--- config.mk ---
export PLATFORM = sky130hd
export DESIGN_NAME = printable_string_extractor_top
export DESIGN_NICKNAME = d
export VERILOG_FILES = /design/src/hw/rtl/pse_pkg.sv /design/src/hw/rtl/printable_string_extractor_top.sv /design/src/hw/rtl/pse_ctrl.sv /design/src/hw/rtl/pse_datapath.sv
export SDC_FILE = /design/constraint.sdc
export NUM_CORES = 1
export LEC_CHECK = 0
export ABC_AREA = 1
export BUFFER_PORTS_ARGS = -buffer_cell sky130_fd_sc_hd__buf_4
export CAP_MARGIN = 20
export CORE_ASPECT_RATIO = 0.75
export CORE_MARGIN = 5
export CORE_UTILIZATION = 61
export DETAILED_ROUTE_END_ITERATION = 8
export PLACE_DENSITY = 0.82
export SLEW_MARGIN = 20
export SYNTH_ARGS = -nofsm -noshare
export SYNTH_HDL_FRONTEND = slang
export SYNTH_SLANG_ARGS = --single-unit
--- constraint.sdc ---
create_clock -name aclk -period 5.74 [get_ports aclk]
set_input_delay 0.574 -clock aclk [delete_from_list [all_inputs] [get_ports aclk]]
set_output_delay 0.574 -clock aclk [all_outputs]
set_load 0.03 [all_outputs]
--- src/hw/rtl/pse_pkg.sv ---
// Shared types, constants and helpers for the printable string extractor.
// Used by pse_ctrl, pse_datapath and printable_string_extractor_top.
`timescale 1ns / 1ps

package pse_pkg;

    localparam int HOLD_DEPTH_DEF = 32;
    localparam int MAX_KEEP_DEF   = 1022;

    localparam int BYTE_W     = 8;
    localparam int MIN_LEN_W  = 6;
    localparam int OFFSET_W   = 32;
    localparam int CFG_IDX_W  = 1;
    localparam int CFG_DATA_W = 32;
    localparam int OUT_DATA_W = BYTE_W + OFFSET_W;

    localparam logic [BYTE_W-1:0]    CHAR_TAB       = 8'h09;
    localparam logic [BYTE_W-1:0]    CHAR_SPACE     = 8'h20;
    localparam logic [BYTE_W-1:0]    CHAR_DEL       = 8'h7F;
    localparam logic [MIN_LEN_W-1:0] MIN_LENGTH_RST = 6'd4;
    localparam logic [OFFSET_W-1:0]  BASE_OFFSET_RST = 32'd0;

    typedef enum logic [CFG_IDX_W-1:0] {
        CFG_MIN_LENGTH  = 1'b0,
        CFG_BASE_OFFSET = 1'b1
    } cfg_index_t;

    typedef enum logic [2:0] {
        ST_IDLE,
        ST_STEP,
        ST_CLOSE,
        ST_FLUSH_RD,
        ST_FLUSH_EM,
        ST_TERM,
        ST_POST,
        ST_DONE
    } pse_state_t;

    typedef struct packed {
        logic accept;
        logic step;
        logic emit_byte;
        logic flush_start;
        logic flush_read;
        logic flush_emit;
        logic set_stream;
        logic term_emit;
        logic clear_run;
        logic pos_reload;
        logic push_last;
    } pse_cmd_t;

    typedef struct packed {
        logic printable;
        logic streaming;
        logic kept_zero;
        logic keep_room;
        logic hold_reach;
        logic close_reach;
        logic flush_last;
        logic emit_ok;
        logic out_free;
        logic pend_valid;
        logic last_flag;
    } pse_status_t;

    function automatic logic is_printable(input logic [BYTE_W-1:0] b);
        return (b == CHAR_TAB) || ((b >= CHAR_SPACE) && (b < CHAR_DEL));
    endfunction

endpackage

--- src/hw/rtl/printable_string_extractor_top.sv ---
// Top level of the printable string extractor: joins pse_ctrl and
// pse_datapath. Depends on pse_pkg.
//
//   channel | dir | beat contents
//   s_      | in  | tdata[7:0] data byte, tlast region end
//   m_      | out | tdata[7:0] text byte, tdata[39:8] string offset,
//           |     | tuser terminator flag, tlast last result of the input byte
//   cfg_    | in  | index 0 min length, index 1 base offset
//
// Each byte passes through the step, post and done states; a non-printable
// byte adds the close state, and region end adds a closing pass. A byte
// streamed through can be held by output stalls. A flush reads each held byte
// from the registered hold buffer before emitting it; a terminator is one more emit.
// Reset is synchronous, active low; min length returns to 4, base offset to 0.
// A stall on m_ holds the sequencer at its next emit; s_tready is high only
// between items.
`timescale 1ns / 1ps

module printable_string_extractor_top import pse_pkg::*; #(
    parameter int HOLD_DEPTH = HOLD_DEPTH_DEF,
    parameter int MAX_KEEP   = MAX_KEEP_DEF
) (
    input  logic                  aclk,
    input  logic                  aresetn,
    input  logic                  s_tvalid,
    output logic                  s_tready,
    input  logic [BYTE_W-1:0]     s_tdata,    // [7:0] data_byte
    input  logic                  s_tlast,
    output logic                  m_tvalid,
    input  logic                  m_tready,
    output logic [OUT_DATA_W-1:0] m_tdata,    // [7:0] text_byte, [39:8] string_offset
    output logic                  m_tuser,    // [0] is_terminator
    output logic                  m_tlast,
    input  logic                  cfg_valid,
    output logic                  cfg_ready,
    input  logic [CFG_IDX_W-1:0]  cfg_index,
    input  logic [CFG_DATA_W-1:0] cfg_data
);

    pse_cmd_t    cmd;
    pse_status_t status;

    assign cfg_ready = 1'b1;

    pse_ctrl u_ctrl (
        .aclk     (aclk),
        .aresetn  (aresetn),
        .s_tvalid (s_tvalid),
        .s_tready (s_tready),
        .status   (status),
        .cmd      (cmd)
    );

    pse_datapath #(
        .HOLD_DEPTH (HOLD_DEPTH),
        .MAX_KEEP   (MAX_KEEP)
    ) u_datapath (
        .aclk      (aclk),
        .aresetn   (aresetn),
        .s_tdata   (s_tdata),
        .s_tlast   (s_tlast),
        .cfg_wr    (cfg_valid && cfg_ready),
        .cfg_index (cfg_index),
        .cfg_data  (cfg_data),
        .cmd       (cmd),
        .status    (status),
        .m_tvalid  (m_tvalid),
        .m_tready  (m_tready),
        .m_tdata   (m_tdata),
        .m_tuser   (m_tuser),
        .m_tlast   (m_tlast)
    );

    a_emit_has_room: assert property (@(posedge aclk) disable iff (!aresetn)
        (cmd.emit_byte || cmd.flush_emit || cmd.term_emit) |-> status.emit_ok)
        else $error("emit without room in pending stage");

    a_one_item_at_a_time: assert property (@(posedge aclk) disable iff (!aresetn)
        (s_tvalid && s_tready) |=> !s_tready)
        else $error("second byte taken while one is in work");

    a_push_marks_last: assert property (@(posedge aclk) disable iff (!aresetn)
        cmd.push_last |=> (m_tvalid && m_tlast))
        else $error("final result not presented with tlast");

endmodule

--- src/hw/rtl/pse_ctrl.sv ---
// Sequencer of the printable string extractor: steps each byte through
// hold, flush, close and terminator phases. Depends on pse_pkg.
`timescale 1ns / 1ps

module pse_ctrl import pse_pkg::*; (
    input  logic        aclk,
    input  logic        aresetn,
    input  logic        s_tvalid,
    output logic        s_tready,
    input  pse_status_t status,
    output pse_cmd_t    cmd
);

    pse_state_t state_reg, state_next;
    logic       ret_term_reg, ret_term_next;

    always_ff @(posedge aclk) begin
        if (!aresetn) begin
            state_reg    <= ST_IDLE;
            ret_term_reg <= 1'b0;
        end else begin
            state_reg    <= state_next;
            ret_term_reg <= ret_term_next;
        end
    end

    always_comb begin
        state_next    = state_reg;
        ret_term_next = ret_term_reg;
        cmd           = '0;
        s_tready      = 1'b0;
        unique case (state_reg)
            ST_IDLE: begin
                s_tready   = 1'b1;
                cmd.accept = s_tvalid;
                if (s_tvalid) begin
                    state_next = ST_STEP;
                end
            end
            ST_STEP: begin
                if (!(status.printable && status.streaming && status.keep_room)
                    || status.emit_ok) begin
                    cmd.step      = 1'b1;
                    cmd.emit_byte = status.printable && status.streaming && status.keep_room;
                    if (!status.printable) begin
                        state_next = ST_CLOSE;
                    end else if (!status.streaming && status.hold_reach) begin
                        cmd.flush_start = 1'b1;
                        ret_term_next   = 1'b0;
                        state_next      = ST_FLUSH_RD;
                    end else begin
                        state_next = ST_POST;
                    end
                end
            end
            ST_CLOSE: begin
                if (!status.kept_zero && !status.streaming && status.close_reach) begin
                    cmd.flush_start = 1'b1;
                    ret_term_next   = 1'b1;
                    state_next      = ST_FLUSH_RD;
                end else if (status.streaming) begin
                    state_next = ST_TERM;
                end else begin
                    cmd.clear_run = 1'b1;
                    state_next    = ST_POST;
                end
            end
            ST_FLUSH_RD: begin
                cmd.flush_read = 1'b1;
                state_next     = ST_FLUSH_EM;
            end
            ST_FLUSH_EM: begin
                if (status.emit_ok) begin
                    cmd.flush_emit = 1'b1;
                    if (status.flush_last) begin
                        cmd.set_stream = 1'b1;
                        state_next     = ret_term_reg ? ST_TERM : ST_POST;
                    end else begin
                        state_next = ST_FLUSH_RD;
                    end
                end
            end
            ST_TERM: begin
                if (status.emit_ok) begin
                    cmd.term_emit = 1'b1;
                    cmd.clear_run = 1'b1;
                    state_next    = ST_POST;
                end
            end
            ST_POST: begin
                if (status.last_flag) begin
                    cmd.pos_reload = 1'b1;
                    state_next     = ST_CLOSE;
                end else begin
                    state_next = ST_DONE;
                end
            end
            ST_DONE: begin
                if (!status.pend_valid) begin
                    state_next = ST_IDLE;
                end else if (status.out_free) begin
                    cmd.push_last = 1'b1;
                    state_next    = ST_IDLE;
                end
            end
            default: begin
                state_next = ST_IDLE;
            end
        endcase
    end

endmodule

--- src/hw/rtl/pse_datapath.sv ---
// Datapath of the printable string extractor: hold buffer, run counters,
// offsets, config registers, pending result and output register. Uses pse_pkg.
`timescale 1ns / 1ps

module pse_datapath import pse_pkg::*; #(
    parameter int HOLD_DEPTH = HOLD_DEPTH_DEF,
    parameter int MAX_KEEP   = MAX_KEEP_DEF
) (
    input  logic                  aclk,
    input  logic                  aresetn,
    input  logic [BYTE_W-1:0]     s_tdata,
    input  logic                  s_tlast,
    input  logic                  cfg_wr,
    input  logic [CFG_IDX_W-1:0]  cfg_index,
    input  logic [CFG_DATA_W-1:0] cfg_data,
    input  pse_cmd_t              cmd,
    output pse_status_t           status,
    output logic                  m_tvalid,
    input  logic                  m_tready,
    output logic [OUT_DATA_W-1:0] m_tdata,
    output logic                  m_tuser,
    output logic                  m_tlast
);

    localparam int KEEP_MAX = (HOLD_DEPTH > MAX_KEEP) ? HOLD_DEPTH : MAX_KEEP;
    localparam int KEEP_W   = $clog2(KEEP_MAX + 1);
    localparam int ADDR_W   = (HOLD_DEPTH > 1) ? $clog2(HOLD_DEPTH) : 1;
    localparam int LIMIT    = (HOLD_DEPTH < MAX_KEEP) ? HOLD_DEPTH : MAX_KEEP;

    localparam logic [KEEP_W-1:0] HOLD_K  = KEEP_W'(HOLD_DEPTH);
    localparam logic [KEEP_W-1:0] MAXK_K  = KEEP_W'(MAX_KEEP);
    localparam logic [KEEP_W-1:0] LIMIT_K = KEEP_W'(LIMIT);
    localparam logic [KEEP_W-1:0] ONE_K   = KEEP_W'(1);

    logic [BYTE_W-1:0]    hold_mem [HOLD_DEPTH];
    logic [BYTE_W-1:0]    byte_reg;
    logic                 last_reg;
    logic [KEEP_W-1:0]    kept_reg;
    logic                 stream_reg;
    logic [OFFSET_W-1:0]  pos_reg;
    logic [OFFSET_W-1:0]  start_reg;
    logic [MIN_LEN_W-1:0] min_len_reg;
    logic [OFFSET_W-1:0]  base_reg;
    logic [KEEP_W-1:0]    idx_reg;
    logic [BYTE_W-1:0]    rd_data_reg;
    logic                 pend_valid_reg;
    logic                 pend_term_reg;
    logic [BYTE_W-1:0]    pend_byte_reg;
    logic [OFFSET_W-1:0]  pend_offset_reg;
    logic                 out_valid_reg;
    logic                 out_term_reg;
    logic [BYTE_W-1:0]    out_byte_reg;
    logic [OFFSET_W-1:0]  out_offset_reg;
    logic                 out_last_reg;

    logic [KEEP_W-1:0] eff_min;
    logic [KEEP_W-1:0] kept_inc;
    logic              hold_room;
    logic              printable;
    logic              emit;
    logic              load_out;
    logic [BYTE_W-1:0] emit_byte;
    logic              hold_wr;

    always_comb begin
        eff_min = KEEP_W'(min_len_reg);
        if (min_len_reg == '0) begin
            eff_min = ONE_K;
        end else if (eff_min > LIMIT_K) begin
            eff_min = LIMIT_K;
        end
    end

    assign printable = is_printable(byte_reg);
    assign hold_room = kept_reg < HOLD_K;
    assign kept_inc  = hold_room ? kept_reg + ONE_K : kept_reg;
    assign hold_wr   = cmd.step && printable && !stream_reg && hold_room;
    assign emit      = cmd.emit_byte || cmd.flush_emit || cmd.term_emit;
    assign load_out  = (emit && pend_valid_reg) || cmd.push_last;

    always_comb begin
        emit_byte = '0;
        if (cmd.emit_byte) begin
            emit_byte = byte_reg;
        end else if (cmd.flush_emit) begin
            emit_byte = rd_data_reg;
        end
    end

    always_comb begin
        status.printable   = printable;
        status.streaming   = stream_reg;
        status.kept_zero   = kept_reg == '0;
        status.keep_room   = kept_reg < MAXK_K;
        status.hold_reach  = kept_inc >= eff_min;
        status.close_reach = kept_reg >= eff_min;
        status.flush_last  = (idx_reg + ONE_K) == kept_reg;
        status.out_free    = !out_valid_reg || m_tready;
        status.emit_ok     = !pend_valid_reg || status.out_free;
        status.pend_valid  = pend_valid_reg;
        status.last_flag   = last_reg;
    end

    always_ff @(posedge aclk) begin
        if (!aresetn) begin
            last_reg       <= 1'b0;
            kept_reg       <= '0;
            stream_reg     <= 1'b0;
            pos_reg        <= BASE_OFFSET_RST;
            start_reg      <= '0;
            min_len_reg    <= MIN_LENGTH_RST;
            base_reg       <= BASE_OFFSET_RST;
            pend_valid_reg <= 1'b0;
            out_valid_reg  <= 1'b0;
        end else begin
            if (cfg_wr) begin
                unique case (cfg_index_t'(cfg_index))
                    CFG_MIN_LENGTH: begin
                        min_len_reg <= cfg_data[MIN_LEN_W-1:0];
                    end
                    CFG_BASE_OFFSET: begin
                        base_reg <= cfg_data[OFFSET_W-1:0];
                        pos_reg  <= cfg_data[OFFSET_W-1:0];
                    end
                endcase
            end
            if (cmd.accept) begin
                last_reg <= s_tlast;
            end
            if (cmd.step) begin
                pos_reg <= pos_reg + OFFSET_W'(1);
                if (printable) begin
                    if (kept_reg == '0) begin
                        start_reg <= pos_reg;
                    end
                    if (stream_reg) begin
                        if (kept_reg < MAXK_K) begin
                            kept_reg <= kept_reg + ONE_K;
                        end
                    end else begin
                        kept_reg <= kept_inc;
                    end
                end
            end
            if (cmd.set_stream) begin
                stream_reg <= 1'b1;
            end
            if (cmd.clear_run) begin
                kept_reg   <= '0;
                stream_reg <= 1'b0;
            end
            if (cmd.pos_reload) begin
                pos_reg  <= base_reg;
                last_reg <= 1'b0;
            end
            if (emit) begin
                pend_valid_reg <= 1'b1;
            end else if (cmd.push_last) begin
                pend_valid_reg <= 1'b0;
            end
            if (load_out) begin
                out_valid_reg <= 1'b1;
            end else if (m_tready) begin
                out_valid_reg <= 1'b0;
            end
        end
    end

    always_ff @(posedge aclk) begin
        if (cmd.accept) begin
            byte_reg <= s_tdata;
        end
        if (hold_wr) begin
            hold_mem[kept_reg[ADDR_W-1:0]] <= byte_reg;
        end
        if (cmd.flush_read) begin
            rd_data_reg <= hold_mem[idx_reg[ADDR_W-1:0]];
        end
        if (cmd.flush_start) begin
            idx_reg <= '0;
        end else if (cmd.flush_emit) begin
            idx_reg <= idx_reg + ONE_K;
        end
        if (load_out) begin
            out_term_reg   <= pend_term_reg;
            out_byte_reg   <= pend_byte_reg;
            out_offset_reg <= pend_offset_reg;
            out_last_reg   <= cmd.push_last;
        end
        if (emit) begin
            pend_term_reg   <= cmd.term_emit;
            pend_byte_reg   <= emit_byte;
            pend_offset_reg <= start_reg;
        end
    end

    assign m_tvalid = out_valid_reg;
    assign m_tdata  = {out_offset_reg, out_byte_reg};
    assign m_tuser  = out_term_reg;
    assign m_tlast  = out_last_reg;

endmodule

==> results.sh, run 1 <==
export IMPL_status="finished, final reports clean"
export IMPL_hold_path_startpoint="s_tdata[1]"
export IMPL_rows=58
export IMPL_post_dp_cell_area_sq_mm=0.02144
export IMPL_setup_viol=0
export IMPL_powerDensity_mw_per_mm2=463.6
export IMPL_rsz0062_at_grt="false"
export IMPL_synth_distinct_cells=42
export IMPL_fillCellCount=2427
export IMPL_peakVddDrop_uv=267.5
export IMPL_final_cell_mix="edfxtp_1, nor2_1, o21ai_0"
export IMPL_syn_nets=2052
export IMPL_synthToLayoutAreaGrowth_pct=11.67
export IMPL_vias=15520
export IMPL_r2r_cells=6
export IMPL_core_area_sq_mm=0.03338
export IMPL_ant_nets=0
export IMPL_highest_layer="met4"
export IMPL_p_leak_nw=8.175
export IMPL_numCtsBuffers=44
export IMPL_grt_pass1_wl_mm=83.48
export IMPL_cts_num_sinks=485
export IMPL_post_drt_wl_per_cell_microns=21.53
export IMPL_fin_cells=2525
export IMPL_antenna_found_initial=0
export IMPL_ys_warn_count=0
export IMPL_max_freq_ghz=0.2747
export IMPL_dieArea_sq_mm=0.03751
export IMPL_grt_max_degree=101
export IMPL_hold_viol=0
export IMPL_crit_arrival_ns=3.82
export IMPL_cts_tree="done"
export IMPL_routed_wl_mm=54.38
export IMPL_worst_hold_path_endpoint="u_datapath.byte_reg[1]$_DFFE_PP_"
export IMPL_hold_buffers=0
export IMPL_r2r_end="u_datapath.hold_mem[15][4]$_DFFE_PP_"
export IMPL_yosys_top_cells_area="edfxtp_1, dfxtp_1, nor2_1"
export IMPL_final_common_cell="edfxtp_1"
export IMPL_dp_hpwl_mm=35.74
export IMPL_drt_iter0_drc=2383
export IMPL_die_h_microns=169.0
export IMPL_maxSlewViolCount=0
export IMPL_synthArstFlopShare_pct=0
export IMPL_period_needed_ns=3.640
export IMPL_finClkSkew_ns=0.01604
export IMPL_initial_core_util_pct=61.58
export IMPL_clockRootBuffer="clkbuf_16"
export IMPL_postLayoutCellArea_sq_mm=0.02296
export IMPL_ioPinCount=92
export IMPL_synth_flop_cell="edfxtp_1"
export IMPL_synth_top_cell_area_share_pct=51.86
export IMPL_clk_pin_slew_ns=0.07
export IMPL_critPathKind="flop to flop"
export IMPL_worst_pin_slew_ns=1.170
export IMPL_synth_edf_count=355
export IMPL_grtUsageTotal_pct=28.47
export IMPL_dr_wl_met3_mm=8.004
export IMPL_startpoint_type="flop"
export IMPL_grt_pass1_vias=14410
export IMPL_drt_met1_wl_mm=22.89
export IMPL_globalplace_congestion=0.9677
export IMPL_worst_setup_path_end_kind="flop"
export IMPL_dr_pass1_iters=6
export IMPL_synth_top_cell_by_area="edfxtp_1"
export IMPL_drv_cap=0
export IMPL_critPathRequiredTime_ns=5.92
export IMPL_synth_seq_cells=485
export IMPL_worstReg2RegStart="u_datapath.byte_reg[5]$_DFFE_PP_"
export IMPL_portBuffers=90
export IMPL_cts_resized=0
export IMPL_netlist_area_sq_mm=0.02056
export IMPL_routed_wl_met2_mm=22.55
export IMPL_synth_seq_area_share_pct=64.52
export IMPL_setup_tns_ns=0
export IMPL_clockBufferDepth=3
export IMPL_syn_instance_count=1987
export IMPL_maxSlewHeadroom_pct=22.03
export IMPL_worstHoldPathCells=1
export IMPL_grt_overflow=0
export IMPL_die_x_microns=222.0
export IMPL_drive_gt1_share_pct=10.31
export IMPL_min_path_type="input pin to flop"
export IMPL_reg2reg_slack_ns=2.10
export IMPL_htree_num_levels=2
export IMPL_avgSynthCellArea_sq_um=10.35
export IMPL_fin_crit_sh_pct=63.41
export IMPL_via_per_inst=6.148
export IMPL_dp_cells=2441
export IMPL_cts_setup_buffers=0
export IMPL_drcViolationCount=0
export IMPL_diodes=0
export IMPL_clock_latency_ns=0.57
export IMPL_nets=2104
export IMPL_critPathMaxFanout=35
export IMPL_largest_register_ffs=256
==> critical path, cell delays in order (launching register included) <==
cell and delay, ns:
edfxtp_1 1.12, o22ai_1 0.25, a21oi_2 0.25, nand2_1 0.18, nor4_4 0.26, nand2_1 0.40
nor2_1 0.78
==> Yosys cell counts (all sizes together) (4+ instances only) <==
| cell | instances |
|---|---|
| clkinv | 4 |
| o22ai | 17 |
| a21oi | 119 |
| nand2 | 233 |
| edfxtp | 355 |
| o221ai | 48 |
| dfxtp | 130 |
| a32oi | 7 |
| nor2 | 340 |
| inv | 144 |
| clkbuf | 69 |
| a211oi | 9 |
| ha | 18 |
| nand3 | 92 |
| xor2 | 27 |
| a31oi | 11 |
| o211ai | 12 |
| nand4 | 18 |
| nor3 | 33 |
| nor4 | 6 |
| buf | 37 |
| xnor2 | 4 |
| o21ai | 246 |
==> worst max path at each step <==
stage                                     startpoint                                      end  slack, ns  cells after the start
global route        u_datapath.byte_reg[5]$_DFFE_PP_  u_datapath.out_offset_reg[11]$_DFFE_PP_       1.96                      8
floorplan           u_datapath.byte_reg[3]$_DFFE_PP_             u_datapath.m_tlast$_DFFE_PP_       1.54                     10
global placement    u_datapath.byte_reg[4]$_DFFE_PP_   u_datapath.out_offset_reg[7]$_DFFE_PP_       2.29                      9
finish              u_datapath.byte_reg[5]$_DFFE_PP_     u_datapath.hold_mem[15][4]$_DFFE_PP_       2.10                      6
CTS                 u_datapath.byte_reg[6]$_DFFE_PP_  u_datapath.out_offset_reg[18]$_DFFE_PP_       2.14                      8
detailed placement  u_datapath.byte_reg[6]$_DFFE_PP_  u_datapath.out_offset_reg[18]$_DFFE_PP_       2.16                      8
==> cells by family after synthesis <==
family	share of synthesized area, %
compound gates	12.87
buf+inv	5.326
simple gates	14.85
fa+ha+maj	1.096
flops	64.52
other cells	0.01824
xor+xnor	1.321
==> power by group <==
part	switching (mW)	internal, mW
combinational	2.13	0.833
clock	1.29	1.71
sequential	0.410	4.27
==> metal layers <==
layer / GRT usage, % / vias up
li1: - / 7094
met1: 43.58 / 7327
met2: 39.76 / 1020
met3: 9.865 / 83
met4: 6.054 / 0
met5: 0 / -
==> layout make-up <==
cell class / instances / area (sq um) / area share (%)
Tap cell: 450 / 563.0 / 2.453
Timing Repair Buffer: 112 / 888.4 / 3.870
Inverter: 148 / 555.5 / 2.420
Multi-Input combinational cell: 1248 / 6206 / 27.03
Clock buffer: 54 / 1191 / 5.189
Clock inverter: 28 / 285.3 / 1.243
Sequential cell: 485 / 13270 / 57.79
==> metrics by stage <==
step | power (mW) | util (%) | worst slack [ns] | hold slack (ns)
after global placement | 7.455 | 64.13 | 2.288 | 0.4038
after floorplan | 6.585 | - | 1.539 | 0.4003
after detailed placement | 7.540 | 64.22 | 2.160 | 0.4045
final | 10.64 | 68.77 | 2.100 | 0.1864
after CTS | 10.52 | 68.64 | 2.138 | 0.1745
after global routing | 11.10 | 68.77 | 1.958 | 0.1776
Note: power is estimated with default switching activity, not from simulation.
==> run 2, diff against run 1 <==
- ABC_AREA: 1 -> 0
- clock period: 5.74 -> 3.73 ns (I/O delays scaled with it)
==> results.sh, run 2 <==
export IMPL_cts_tree="done"
export IMPL_synth_seq_area_share_pct=66.47
export IMPL_fin_crit_sh_pct=88.15
export IMPL_rows=57
export IMPL_reg2reg_slack_ns=0.44
export IMPL_clk_pin_slew_ns=0.06
export IMPL_setup_tns_ns=0
export IMPL_numCtsBuffers=46
export IMPL_core_area_sq_mm=0.03231
export IMPL_ant_nets=0
export IMPL_worst_hold_path_endpoint="u_datapath.base_reg[12]$_SDFFE_PN0P_"
export IMPL_drv_cap=0
export IMPL_final_common_cell="edfxtp_1"
export IMPL_slowest_stage="or4_1"
export IMPL_yosysMostFrequentCell="edfxtp_1"
export IMPL_powerDensity_mw_per_mm2=588.6
export IMPL_synth_seq_cells=485
export IMPL_maxSlewViolCount=0
export IMPL_post_drt_wl_per_cell_microns=24.87
export IMPL_cts_resized=0
export IMPL_crit_arrival_ns=3.77
export IMPL_clockBufferDepth=3
export IMPL_htree_num_levels=2
export IMPL_hold_buffers=8
export IMPL_r2r_cells=11
export IMPL_grt_pass1_vias=12350
export IMPL_drive_gt1_share_pct=22.48
export IMPL_worst_pin_slew_ns=0.9985
export IMPL_worstHoldPathCells=3
export IMPL_worst_path_stages=11
export IMPL_largest_register_ffs=256
export IMPL_die_h_microns=166.6
export IMPL_synthArstFlopShare_pct=0
export IMPL_nets=1554
export IMPL_cpMostUsedCell="a21o_1"
export IMPL_synth_top_cell_by_area="edfxtp_1"
export IMPL_cts_num_sinks=485
export IMPL_critPathRequiredTime_ns=4.21
export IMPL_avgSynthCellArea_sq_um=14.60
export IMPL_worst_setup_path_end_kind="flop"
export IMPL_worstReg2RegStart="u_datapath.kept_reg[6]$_SDFFE_PP0P_"
export IMPL_dp_hpwl_mm=31.26
export IMPL_synth_top_cell_area_share_pct=53.43
export IMPL_yosys_top_cells_area="edfxtp_1, dfxtp_1, mux4_2"
export IMPL_synth_distinct_cells=76
export IMPL_critPathKind="flop to flop"
export IMPL_grt_max_degree=45
export IMPL_hold_viol=0
export IMPL_fillCellCount=1949
export IMPL_drt_iter0_drc=1900
export IMPL_portBuffers=90
export IMPL_critPathMaxFanout=10
export IMPL_syn_nets=1432
export IMPL_slowest_delay_ns=0.63
export IMPL_startpoint_type="flop"
export IMPL_fin_cells=1969
export IMPL_globalplace_congestion=0.9213
export IMPL_maxSlewHeadroom_pct=33.43
export IMPL_ioPinCount=92
export IMPL_drcViolationCount=0
export IMPL_min_path_type="input pin to flop"
export IMPL_peakVddDrop_uv=439.5
export IMPL_finalPower_mw=13.49
export IMPL_synth_common_cells="edfxtp_1, nor2_1, dfxtp_1"
export IMPL_holdWs_ns=0.06442
export IMPL_dieArea_sq_mm=0.03646
export IMPL_grt_overflow=0
export IMPL_antenna_found_initial=0
export IMPL_finClkSkew_ns=0.01051
export IMPL_crit_buf_inv=0
export IMPL_synth_edf_count=355
export IMPL_syn_instance_count=1367
export IMPL_synth_flop_cell="edfxtp_1"
export IMPL_ys_warn_count=0
export IMPL_r2r_end="u_datapath.idx_reg[1]$_SDFFE_PP0P_"
export IMPL_grt_pass1_wl_mm=76.01
export IMPL_vias=12800
export IMPL_max_freq_ghz=0.3041
export IMPL_cts_setup_buffers=0
export IMPL_grtUsageTotal_pct=27.00
export IMPL_dr_pass1_iters=8
export IMPL_period_needed_ns=3.288
export IMPL_die_x_microns=218.8
export IMPL_synthToLayoutAreaGrowth_pct=14.87
export IMPL_postLayoutCellArea_sq_mm=0.02292
export IMPL_clockRootBuffer="clkbuf_16"
export IMPL_clock_latency_ns=0.56
export IMPL_initial_core_util_pct=61.76
export IMPL_routed_wl_mm=48.98
export IMPL_dp_cells=1875
export IMPL_via_per_inst=6.502
export IMPL_hold_path_startpoint="cfg_data[12]"
export IMPL_final_cell_mix="edfxtp_1, buf_4, nor2_1"
export IMPL_post_dp_cell_area_sq_mm=0.02129
export IMPL_p_leak_nw=7.940
export IMPL_rsz0062_at_grt="false"
export IMPL_crit_family="simple AND/OR/NAND/NOR gates"
export IMPL_crit_chain="or4_1 -> nor2_1 -> nand2_1 -> xnor2_1 -> ha_1 -> a21o_1 -> a211oi_1 -> o21a_1 -> nor3_1 -> a21o_1 -> a21oi_1"
export IMPL_netlist_area_sq_mm=0.01995
export IMPL_status="finished, final reports clean"
export IMPL_setup_viol=0
[run 2: changes by cell type after synthesis, sizes merged, moves of 20 or more]
cell    delta
a21oi     -48
nand2    -117
mux2i     +40
o21ai    -225
mux4      +80
o221ai    -20
nand3     -66
xnor2     +30
nor2     -202
inv      -128
clkbuf    -24
[run 2: worst max path at each step]
stage | to | startpoint
3_3_place_gp | u_datapath.idx_reg[1]$_SDFFE_PP0P_ | u_datapath.kept_reg[6]$_SDFFE_PP0P_
2_1_floorplan | u_datapath.m_tlast$_DFFE_PP_ | u_datapath.byte_reg[3]$_DFFE_PP_
5_1_grt | u_datapath.idx_reg[1]$_SDFFE_PP0P_ | u_datapath.kept_reg[6]$_SDFFE_PP0P_
6_report | u_datapath.idx_reg[1]$_SDFFE_PP0P_ | u_datapath.kept_reg[6]$_SDFFE_PP0P_
4_1_cts | u_datapath.idx_reg[1]$_SDFFE_PP0P_ | u_datapath.kept_reg[6]$_SDFFE_PP0P_
3_5_place_dp | u_datapath.idx_reg[1]$_SDFFE_PP0P_ | u_datapath.kept_reg[6]$_SDFFE_PP0P_
[run 2: cell families after synthesis]
| group | count (synthesis) | share of synthesized area (%) |
|---|---|---|
| DFF | 485 | 66.47 |
| and+or+nand+nor | 388 | 9.450 |
| AOI/OAI and AO/OA | 189 | 6.534 |
| muxes | 139 | 12.11 |
| buffers and inverters | 97 | 2.094 |
| xor gates and xnor gates | 50 | 2.195 |
| adders and majority gates | 18 | 1.129 |
| other | 1 | 0.01879 |
[run 2: final cells by class]
cell class / count / area [sq um] / area share [%]
Multi-Input combinational cell: 785 / 6280 / 27.40
Timing Repair Buffer: 155 / 1209 / 5.273
Sequential cell: 485 / 13270 / 57.89
Antenna cell: 1 / 2.502 / 0.01092
Tap cell: 442 / 553.0 / 2.413
Clock inverter: 26 / 296.5 / 1.294
Clock buffer: 59 / 1252 / 5.464
Inverter: 16 / 60.06 / 0.2620
[run 2: metrics by stage]
step / worst slack (ns) / util, %
3_3_place_gp: 0.5992 / 65.90
2_1_floorplan: 0.3965 / -
5_1_grt: 0.2657 / 70.94
4_1_cts: 0.4937 / 70.94
3_5_place_dp: 0.5553 / 65.90
6_report: 0.4418 / 70.95
[run 2: worst register-to-register path, cell delays in order, from the launching register on]
cell and delay [ns]:
dfxtp_1 0.42, or4_1 0.63, nor2_1 0.35, nand2_1 0.11, xnor2_1 0.14, ha_1 0.30
a21o_1 0.18, a211oi_1 0.26, o21a_1 0.21, nor3_1 0.09, a21o_1 0.32, a21oi_1 0.20
[run 2: layer usage]
metal,global-route usage (%),share of wire [%]
met4,5.813,2.2
met1,43.39,41
met5,0,0
met2,37.84,43
met3,6.806,13
[run 2: report_power, final]
part	switching, mW	total [mW]	internal (mW)
logic	1.28	2.48	1.20
clock network	1.98	4.78	2.80
registers	0.263	6.23	5.96
total	3.52	13.5	9.97
==> run 3, diff against run 2 <==
- clock period: 3.73 -> 3.7 ns (I/O delays scaled with it)
==> results.sh, run 3 (synthesis results as in run 2) <==
export IMPL_rows=57
export IMPL_clk_pin_slew_ns=0.06
export IMPL_holdWs_ns=0.06413
export IMPL_reg2reg_slack_ns=0.38
export IMPL_ant_nets=0
export IMPL_largest_register_ffs=256
export IMPL_pwr_share_comb_pct=17.9
export IMPL_htree_num_levels=2
export IMPL_worstReg2RegStart="u_datapath.byte_reg[7]$_DFFE_PP_"
export IMPL_drive_gt1_share_pct=21.94
export IMPL_diodes=0
export IMPL_cts_num_sinks=485
export IMPL_drcViolationCount=0
export IMPL_r2r_cells=6
export IMPL_die_h_microns=166.6
export IMPL_period_needed_ns=3.320
export IMPL_critPathMaxFanout=17
export IMPL_final_common_cell="edfxtp_1"
export IMPL_p_clk_share_pct=35.1
export IMPL_min_path_type="input pin to flop"
export IMPL_portBuffers=90
export IMPL_finalPower_mw=13.48
export IMPL_critPathRequiredTime_ns=3.89
export IMPL_grtUsageTotal_pct=26.63
export IMPL_initial_core_util_pct=61.76
export IMPL_fin_crit_sh_pct=89.74
export IMPL_dp_cells=1873
export IMPL_routed_wl_mm=48.45
export IMPL_post_dp_cell_area_sq_mm=0.02129
export IMPL_rsz0062_at_grt="false"
export IMPL_p_leak_nw=7.891
export IMPL_drv_cap=0
export IMPL_grt_overflow=0
export IMPL_die_x_microns=218.8
export IMPL_worst_pin_slew_ns=0.8506
export IMPL_hold_path_startpoint="s_tlast"
export IMPL_setup_ws_ns=0.3796
export IMPL_worst_setup_path_end_kind="flop"
export IMPL_ioPinCount=92
export IMPL_p_int_mw=9.983
export IMPL_globalplace_congestion=0.9461
export IMPL_finClkSkew_ns=0.01515
export IMPL_synthToLayoutAreaGrowth_pct=14.65
export IMPL_antenna_found_initial=2
export IMPL_r2r_end="u_datapath.hold_mem[20][5]$_DFFE_PP_"
export IMPL_postLayoutCellArea_sq_mm=0.02288
export IMPL_powerDensity_mw_per_mm2=589.3
export IMPL_use_met3_pct=8.167
export IMPL_clockRootBuffer="clkbuf_16"
export IMPL_worst_hold_path_endpoint="u_datapath.last_reg$_SDFFE_PP0P_"
export IMPL_seq_area_sq_mm=0.01327
export IMPL_maxSlewViolCount=0
export IMPL_grt_pass1_wl_mm=74.44
export IMPL_max_freq_ghz=0.3012
export IMPL_drt_iter0_drc=1677
export IMPL_clockBufferDepth=3
export IMPL_final_cell_mix="edfxtp_1, buf_4, nor2_1"
export IMPL_grt_pass1_vias=12270
export IMPL_hold_viol=0
export IMPL_critPathKind="flop to flop"
export IMPL_grt_max_degree=48
export IMPL_clock_latency_ns=0.56
export IMPL_numCtsBuffers=45
export IMPL_post_drt_wl_per_cell_microns=24.67
export IMPL_crit_arrival_ns=3.51
export IMPL_vias=12540
export IMPL_p_sw_mw=3.498
export IMPL_dr_pass1_iters=6
export IMPL_core_area_sq_mm=0.03231
export IMPL_grt_use_met1_pct=40.52
export IMPL_nets=1551
export IMPL_multiInputGateArea_sq_mm=0.006280
export IMPL_postLayoutCoreUtil_pct=70.81
export IMPL_place_ws_ns=0.5421
export IMPL_setup_viol=0
export IMPL_fillCellCount=2002
export IMPL_worstHoldPathCells=3
export IMPL_cts_tree="done"
export IMPL_grt_busiest_layer="met1"
export IMPL_via_per_inst=6.382
export IMPL_maxSlewHeadroom_pct=43.29
export IMPL_met2_usage_pct=38.07
export IMPL_sw_frac_of_total_pct=25.95
export IMPL_dp_hpwl_mm=31.24
export IMPL_startpoint_type="flop"
export IMPL_peakVddDrop_uv=398.9
export IMPL_seqPwrFrac_pct=47.0
export IMPL_dieArea_sq_mm=0.03646
export IMPL_status="finished, final reports clean"
export IMPL_fin_cells=1964
export IMPL_setup_tns_ns=0
==> run 3: critical path, stage by stage, from the launching register on <==
cell,delay [ns]
edfxtp_1,0.74
inv_1,0.16
o221ai_1,0.31
a21oi_1,0.42
and2_1,0.29
nand2_1,0.31
nor2_1,0.71
==> run 3: timing repair <==
item / 4_1_cts / 5_1_grt
endpoints found under the hold margin: 8 / 0
buffers inserted: 0 / 0
gates resized for setup: 0 / 0
endpoints found under the setup margin: 0 / 0
hold buffers: 8 / 0
==> run 3: cell type report <==
cell class | count | share of cell area, %
Clock buffer | 51 | 5.114
Inverter | 16 | 0.2625
Timing Repair Buffer | 153 | 5.273
Clock inverter | 32 | 1.482
Multi-Input combinational cell | 785 | 27.45
Sequential cell | 485 | 58.00
Tap cell | 442 | 2.418
==> run 3: power by group through the flow <==
stage                     Sequential, mW  Combinational (mW)  Clock, mW
final                               6.34                2.41       4.73
after global routing                6.37                2.55       5.02
after CTS                           6.33                2.40       4.77
after detailed placement            6.44                2.35          0
after global placement              6.43                2.30          0
after floorplan                     6.24                1.76          0
==> run 3: worst max-delay path by stage <==
stage | start | to | slack, ns | depth (start not counted)
floorplan | u_datapath.byte_reg[3]$_DFFE_PP_ | u_datapath.m_tlast$_DFFE_PP_ | 0.37 | 6
global placement | u_datapath.kept_reg[6]$_SDFFE_PP0P_ | u_datapath.idx_reg[1]$_SDFFE_PP0P_ | 0.63 | 11
detailed placement | u_datapath.kept_reg[6]$_SDFFE_PP0P_ | u_datapath.idx_reg[8]$_SDFFE_PP0P_ | 0.54 | 10
CTS | u_datapath.kept_reg[6]$_SDFFE_PP0P_ | u_datapath.idx_reg[1]$_SDFFE_PP0P_ | 0.48 | 11
global route | u_datapath.kept_reg[6]$_SDFFE_PP0P_ | u_datapath.idx_reg[8]$_SDFFE_PP0P_ | 0.27 | 10
finish | u_datapath.byte_reg[7]$_DFFE_PP_ | u_datapath.hold_mem[20][5]$_DFFE_PP_ | 0.38 | 6
==> run 3: per-layer routing <==
| metal | vias up | share of wire (%) |
|---|---|---|
| met4 | 4 | 2.2 |
| met3 | 84 | 12 |
| met1 | 6197 | 41 |
| li1 | 5488 | - |
| met2 | 762 | 44 |
| met5 | - | 0.045 |
